===== src/design/ble_pkg.sv =====
// ---------------------------------------------------------------------------
// ble_pkg - shared definitions for the bounded ordered list engine
// holds sizes, opcodes, status codes and the cell command bundle
// ---------------------------------------------------------------------------
package ble_pkg;

    localparam int DEPTH       = 16;
    localparam int VALUE_WIDTH = 32;
    localparam int IDX_W       = (DEPTH > 1) ? $clog2(DEPTH) : 1;
    localparam int CNT_W       = $clog2(DEPTH + 1);

    typedef logic signed [VALUE_WIDTH-1:0] entry_t;
    typedef logic [IDX_W-1:0]              idx_t;
    typedef logic [CNT_W-1:0]              cnt_t;

    typedef enum logic [2:0] {
        OP_INS_FRONT = 3'd0,
        OP_DEL_FRONT = 3'd1,
        OP_DEL_BACK  = 3'd2,
        OP_DEL_POS   = 3'd3,
        OP_DEL_KEY   = 3'd4
    } op_t;

    typedef enum logic [2:0] {
        ST_DONE   = 3'd0,
        ST_EMPTY  = 3'd1,
        ST_BADPOS = 3'd2,
        ST_NOKEY  = 3'd3,
        ST_FULL   = 3'd4
    } status_t;

    // command broadcast to every cell of the chain
    typedef struct packed {
        logic   ins;      // shift toward the back, value enters the front
        logic   del_pos;  // cells at or behind pos_idx pull from the back
        logic   del_key;  // cells at or behind the first match pull from the back
        idx_t   pos_idx;
        entry_t value;
        cnt_t   count;
    } cell_cmd_t;

    // narrow or sign-extend the 32-bit operand to the stored width
    function automatic entry_t to_entry(input logic signed [31:0] v);
        return entry_t'(v);
    endfunction

endpackage


===== src/design/bounded_ordered_list_engine.sv =====
// ---------------------------------------------------------------------------
// bounded_ordered_list_engine - ordered list of signed values in a cell chain
// insert at front, delete front/back/at position/by key, one status per item
// ---------------------------------------------------------------------------
// usage:
//   s_ channel carries one command item: opcode, operand value, position
//   m_ channel returns one result item per command: status, list length
//   every command is applied to the whole chain at once: all cells compare against
//   the key and shift toward or away from the front at the same edge
//   m_tvalid rises in the cycle after an item is accepted, and one item can be
//   accepted every cycle while the receiver keeps m_tready high
//   the result sits in an output register; while it is stalled s_tready
//   follows m_tready, so a new item is taken in the cycle the old result
//   leaves
//   the key search runs as a match chain through the cells, the first
//   match nearest the front removes itself and everything behind it
//   pulls forward by one
//   reset clears the length and the output valid; entry contents stay
//   undefined and are never read beyond the length
// ---------------------------------------------------------------------------
module bounded_ordered_list_engine (
    input  logic        aclk,
    input  logic        aresetn,
    input  logic        s_tvalid,
    output logic        s_tready,
    // [2:0] opcode, [34:3] operand_value, [42:35] position, [47:43] zero
    input  logic [47:0] s_tdata,
    output logic        m_tvalid,
    input  logic        m_tready,
    // [2:0] status, [7:3] list_length
    output logic [7:0]  m_tdata
);

    localparam int CMP_W = (ble_pkg::CNT_W > 8) ? ble_pkg::CNT_W : 8;

    // input fields
    logic [2:0]         in_opcode;
    logic signed [31:0] in_value;
    logic [7:0]         in_position;

    assign in_opcode   = s_tdata[2:0];
    assign in_value    = s_tdata[34:3];
    assign in_position = s_tdata[42:35];

    // control state
    ble_pkg::cnt_t count_reg;
    ble_pkg::cnt_t count_next;
    logic          m_tvalid_reg;
    logic [7:0]    m_tdata_reg;

    logic               accept;
    ble_pkg::status_t   status_next;
    ble_pkg::cell_cmd_t cmd;
    logic               empty;
    logic               full;
    logic               pos_ok;
    logic               key_found;
    logic [CMP_W-1:0]   pos_cmp;
    logic [CMP_W-1:0]   cnt_cmp;

    // chain wiring
    ble_pkg::entry_t entries     [ble_pkg::DEPTH];
    logic            match_chain [ble_pkg::DEPTH+1];

    assign s_tready = !m_tvalid_reg || m_tready;
    assign accept   = s_tvalid && s_tready;

    assign empty   = (count_reg == '0);
    assign full    = (count_reg == ble_pkg::CNT_W'(ble_pkg::DEPTH));
    assign pos_cmp = CMP_W'(in_position);
    assign cnt_cmp = CMP_W'(count_reg);
    assign pos_ok  = (pos_cmp != '0) && (pos_cmp <= cnt_cmp);

    // key found when the match chain carries a hit out of the last cell
    assign key_found = match_chain[ble_pkg::DEPTH];

    // decode the command and work out status and the new length
    always_comb begin
        cmd.ins     = 1'b0;
        cmd.del_pos = 1'b0;
        cmd.del_key = 1'b0;
        cmd.pos_idx = '0;
        cmd.value   = ble_pkg::to_entry(in_value);
        cmd.count   = count_reg;
        status_next = ble_pkg::ST_DONE;
        count_next  = count_reg;

        unique case (in_opcode)
            ble_pkg::OP_INS_FRONT: begin
                if (full) begin
                    status_next = ble_pkg::ST_FULL;
                end else begin
                    cmd.ins    = accept;
                    count_next = count_reg + 1'b1;
                end
            end
            ble_pkg::OP_DEL_FRONT: begin
                if (empty) begin
                    status_next = ble_pkg::ST_EMPTY;
                end else begin
                    // delete front is delete at the first slot
                    cmd.del_pos = accept;
                    count_next  = count_reg - 1'b1;
                end
            end
            ble_pkg::OP_DEL_BACK: begin
                if (empty) begin
                    status_next = ble_pkg::ST_EMPTY;
                end else begin
                    count_next = count_reg - 1'b1;
                end
            end
            ble_pkg::OP_DEL_POS: begin
                if (empty) begin
                    status_next = ble_pkg::ST_EMPTY;
                end else if (!pos_ok) begin
                    status_next = ble_pkg::ST_BADPOS;
                end else begin
                    cmd.del_pos = accept;
                    cmd.pos_idx = ble_pkg::IDX_W'(in_position - 8'd1);
                    count_next  = count_reg - 1'b1;
                end
            end
            ble_pkg::OP_DEL_KEY: begin
                if (empty) begin
                    status_next = ble_pkg::ST_EMPTY;
                end else if (!key_found) begin
                    status_next = ble_pkg::ST_NOKEY;
                end else begin
                    cmd.del_key = accept;
                    count_next  = count_reg - 1'b1;
                end
            end
            default: begin
                // unused opcodes leave everything as it is
                status_next = ble_pkg::ST_DONE;
            end
        endcase
    end

    // the cell chain: front is cell 0, each cell sees both neighbors
    assign match_chain[0] = 1'b0;

    genvar gi;
    generate
        for (gi = 0; gi < ble_pkg::DEPTH; gi++) begin : g_cell
            ble_pkg::entry_t left_e;
            ble_pkg::entry_t right_e;

            if (gi == 0) begin : g_front
                assign left_e = cmd.value;
            end else begin : g_mid_l
                assign left_e = entries[gi-1];
            end

            if (gi == ble_pkg::DEPTH - 1) begin : g_back
                assign right_e = entries[gi];
            end else begin : g_mid_r
                assign right_e = entries[gi+1];
            end

            ble_cell u_cell (
                .aclk        (aclk),
                .cell_index  (ble_pkg::IDX_W'(gi)),
                .cmd         (cmd),
                .left_entry  (left_e),
                .right_entry (right_e),
                .match_in    (match_chain[gi]),
                .match_out   (match_chain[gi+1]),
                .entry_out   (entries[gi])
            );
        end
    endgenerate

    // length and output register
    always_ff @(posedge aclk) begin
        if (!aresetn) begin
            count_reg    <= '0;
            m_tvalid_reg <= 1'b0;
        end else begin
            if (accept) begin
                count_reg    <= count_next;
                m_tvalid_reg <= 1'b1;
            end else if (m_tready) begin
                m_tvalid_reg <= 1'b0;
            end
        end
    end

    always_ff @(posedge aclk) begin
        if (accept) begin
            m_tdata_reg <= {5'(count_next), status_next};
        end
    end

    assign m_tvalid = m_tvalid_reg;
    assign m_tdata  = m_tdata_reg;

    // length never passes the list size
    a_count_bound: assert property (@(posedge aclk) disable iff (!aresetn)
        count_reg <= ble_pkg::CNT_W'(ble_pkg::DEPTH))
        else $error("list length beyond depth");

    // every accepted item yields a result in the next cycle
    a_result_follows: assert property (@(posedge aclk) disable iff (!aresetn)
        accept |=> m_tvalid)
        else $error("no result after accepted item");

    // a successful insert grows the list by one
    a_insert_grows: assert property (@(posedge aclk) disable iff (!aresetn)
        (accept && (in_opcode == ble_pkg::OP_INS_FRONT)
         && (status_next == ble_pkg::ST_DONE))
        |=> (count_reg == $past(count_reg) + 1'b1))
        else $error("insert did not grow the list");

    // a stalled result freezes the list length
    a_stall_holds: assert property (@(posedge aclk) disable iff (!aresetn)
        (m_tvalid && !m_tready) |=> $stable(count_reg))
        else $error("list changed during output stall");

    // the reported length matches the held length
    a_length_match: assert property (@(posedge aclk) disable iff (!aresetn)
        m_tvalid |-> (m_tdata[7:3] == 5'(count_reg)))
        else $error("reported length differs from list length");

endmodule


===== src/design/ble_cell.sv =====
// ---------------------------------------------------------------------------
// ble_cell - one list slot of the chain
// holds one entry, matches it against the key and shifts with its neighbors
// ---------------------------------------------------------------------------
module ble_cell (
    input  logic                aclk,
    input  ble_pkg::idx_t       cell_index,
    input  ble_pkg::cell_cmd_t  cmd,
    input  ble_pkg::entry_t     left_entry,
    input  ble_pkg::entry_t     right_entry,
    input  logic                match_in,
    output logic                match_out,
    output ble_pkg::entry_t     entry_out
);

    ble_pkg::entry_t entry_reg;
    ble_pkg::entry_t entry_next;
    logic            occupied;
    logic            remove;

    assign occupied  = ble_pkg::CNT_W'(cell_index) < cmd.count;
    assign match_out = match_in | (occupied && (entry_reg == cmd.value));
    assign remove    = (cmd.del_pos && (cell_index >= cmd.pos_idx))
                     || (cmd.del_key && match_out);
    assign entry_out = entry_reg;

    always_comb begin
        priority if (cmd.ins) begin
            entry_next = left_entry;
        end else if (remove) begin
            entry_next = right_entry;
        end else begin
            entry_next = entry_reg;
        end
    end

    always_ff @(posedge aclk) begin
        entry_reg <= entry_next;
    end

endmodule


===== config.mk =====
export PLATFORM = sky130hd
export DESIGN_NAME = bounded_ordered_list_engine
export DESIGN_NICKNAME = d
export VERILOG_FILES = /design/src/design/ble_pkg.sv /design/src/design/bounded_ordered_list_engine.sv /design/src/design/ble_cell.sv
export SDC_FILE = /design/constraint.sdc
export NUM_CORES = 2
export LEC_CHECK = 0
export ABC_CLOCK_PERIOD_IN_PS = 10900
export BUFFER_PORTS_ARGS = -buffer_cell sky130_fd_sc_hd__buf_2
export CAP_MARGIN = 10
export CORE_ASPECT_RATIO = 0.8
export CORE_UTILIZATION = 45
export CTS_CLUSTER_DIAMETER = 40
export DETAILED_ROUTE_END_ITERATION = 16
export PLACE_DENSITY = 0.57
export RECOVER_POWER = 25
export SYNTH_ARGS = -nofsm -noshare
export SYNTH_HDL_FRONTEND = slang
export SYNTH_HIERARCHICAL = 1
export SYNTH_SLANG_ARGS = --single-unit

===== constraint.sdc =====
create_clock -name aclk -period 10.9 [get_ports aclk]
set_input_delay 1.09 -clock aclk [delete_from_list [all_inputs] [get_ports aclk]]
set_output_delay 1.09 -clock aclk [all_outputs]
set_load 0.03 [all_outputs]

==> reports/qor.txt <==
Die H = 240 um
final setup vio count = 0
# IOs = 62
DR iter-0 viols = 1354
gr usage total = 22.6%
initial antenna violation count = 6
hold buffer count at CTS = 0
mapped cell area = 31900 um2
setup repair after global routing missed its margin = no
cell repeated most along the worst path = clkbuf_1
period utilization = 78.4%
CP startpoint kind = register
first-pass GRT wire length = 123000 um
DR pass1 iterations = 5
Root Buffer Master = clkbuf_16
Worst path depth = 9
CP max FO = 79
area leader, netlist = edfxtp_1
Max Root-Sink Buffers = 3
Post-Syn Area per Cell = 13.4 um2
clk_lat worst skew = 630 ps
gate count after technology mapping = 2392
DRC = 0
top_reg_cell synth = edfxtp_1
Max-slew headroom = -186%
Initial Util = 45.9%
status = complete, but fails checks
Post-Synth Simple-Gate Area = 6.72%
Setup TNS = 0 ps
Port-buffer cells = 56
max incr delay on CP = 3160 ps
Static Leak = 11.9 nW
Pins Over Slew Limit = 238
CTS H-tree lvls = 3
async set-reset flop share out of synthesis = 0%
vias in the first global route = 20.0k
Cell Count, Final, Fillers Out = 3638
post-synthesis xor/xnor area fraction = 14.2%
largest net degree at the start of global routing = 96
CTS tree = done
reg2reg end = g_cell[14].u_cell/entry_out[11]
critical-path cell list = clkbuf_1, inv_1, ha_1, nand4bb_1, nand2_1, nor2_4, clkbuf_1, clkbuf_1, mux2_2
Compound-Gate Fraction of Synth Area = 4.47%
post-CTS setup buffer count = 0
Fin. Hold Viols = 0
failing checks = max-capacitance violations, max-slew violations
Antenna Violating Nets Remaining = 0
VDD IR max = 0.000125 V
FF+latch count, synth = 526
crit-path leading delay family = buffers and inverters
most frequent cells in the layout = 520 x edfxtp_1, 512 x mux2_2, 501 x xnor2_1, 131 x nand4_1, 130 x conb_1
top cells by area, synth = edfxtp_1 49%, mux2_2 18%, xnor2_1 14%
layout cell share with drive strength beyond 1 = 30.0%
Ys Warns = 6
Num CTS Buffers = 86
Die Area = 72100 um2
multiplexer share of the synthesized area = 18.1%
Layout area overhead = 15.3%
PostCTS Resize Cnt = 0
DP Cell Count = 3475
CP Class = register to register
r2r setup slk = 2350 ps
Via density = 5.39
critical path endpoint = g_cell[14].u_cell/entry_out[11]
routed len/inst = 22.2 um
Placer Congestion = 0.851
main combinational cell family by area after synthesis = multiplexers
Critical Path RT = 11260 ps
core area = 69500 um2
crit end category = register
clk sinks = 526
slowest cell on the critical path = clkbuf_1
GRT Residual Overflow = 0
Post-DP HPWL = 57700 um
sequential area share after synthesis = 49.3%
measured slew at the worst slew-check pin = 4290 ps
most common cell after layout, fill and taps aside = edfxtp_1
Worst Skew = 30.2 ps
power per standard cell area = 151 nW/um2
vias = 19.6k
critical path arrival = 8910 ps
max FFs per register = 512
nets = 2813
buffers and inverters on the worst path = 4
Synth Area in Adders = 4.74%
Max Fclk = 117 MHz
Final Util = 53.0%
worst r2r path cells = 9
die extent in x = 300 um
r2r startpoint = count_reg[1]
post-synth top area share = 48.9%
Post-synth EDFFs = 520
num rows = 86
Post-Route WL = 80700 um
CTS clk-pin slew, worst paths = 50 ps
Setup crit start = count_reg[1]
Hold Crit Class = register to register
Final min period = 8550 ps
Netlist cell types = 52
Max-Cap Viols = 3
[per-layer routing]
| layer | vias up | routed length [um] | track usage, % |
|---|---|---|---|
| met4 | 0 | 1660 | 5.74 |
| met2 | 401 | 35500 | 34.1 |
| met1 | 9763 | 39300 | 32.7 |
| met3 | 113 | 4260 | 5.15 |
| li1 | 9328 | - | - |
| met5 | - | 0 | 0 |
[metrics by stage]
step	hold slack (ps)	setup WS (ps)	power, mW	instance area [um2]
floorplan	572	4220	2.74	32400
global placement	545	2940	2.92	34000
detailed placement	546	2870	2.93	34000
CTS	568	3510	5.63	36800
global route	610	1690	5.77	36800
finish	566	2350	5.57	36800
[worst min path at each step]
stage | cells past startpoint | slack, ps | startpoint | to
2_1_floorplan | 1 | 570 | g_cell[0].u_cell/entry_out[4] | g_cell[1].u_cell/entry_out[4]
4_1_cts | 2 | 570 | m_tvalid | m_tvalid
3_3_place_gp | 2 | 540 | m_tvalid | m_tvalid
3_5_place_dp | 2 | 550 | m_tvalid | m_tvalid
6_report | 2 | 570 | m_tvalid | m_tvalid
5_1_grt | 2 | 610 | m_tvalid | m_tvalid
[area by class of cell]
cell class,instances,area (um2)
Clock buffer,95,2210
Inverter,123,462
Fill cell,5994,32700
Clock inverter,66,658
Tap cell,924,1160
Multi-Input combinational cell,1797,16000
Timing Repair Buffer,106,629
Sequential cell,526,15700
Antenna cell,1,2.50
[synthesized netlist by cell type, types with 3 or more instances]
cell       number
inv_1         122
a31o_1         16
clkbuf_1       17
o21ai_1         3
a221oi_1       16
nor3_1         22
mux2_2        512
o21ai_0        25
nand2b_1       18
xnor2_1       501
o21a_1          3
a211oi_1        3
ha_1          121
a2111oi_4      16
dfxtp_1         6
nor2b_1        50
nand4_1       131
nand2_1        24
nor2b_2        16
nor4_1         17
o211ai_1       20
buf_2          55
a31oi_1         6
nor4b_1         3
nor2_1         19
edfxtp_1      520
and3_1          4
xor2_1         16
nand3_1        40
a21oi_1        41
[tightest hold or removal path, cell delays in order (launching register included)]
cell	delay (ps)
dfxtp_1	310
nand2b_1	130
a21oi_1	80
[report_power, final]
part,switching (mW),leakage [nW],internal (mW),total [mW]
logic,0.306,5.75,0.235,0.540
registers,0.0527,4.79,2.30,2.35
clock network,1.02,1.37,1.65,2.68
[kinds of logic after synthesis]
family / count (synthesis)
DFF: 526
other: 2
buffers and inverters: 197
muxes: 512
AOI/OAI and AO/OA: 161
and+or+nand+nor: 356
xor gates and xnor gates: 517
adders and majority gates: 121
Power figures use the tool's default switching activity.
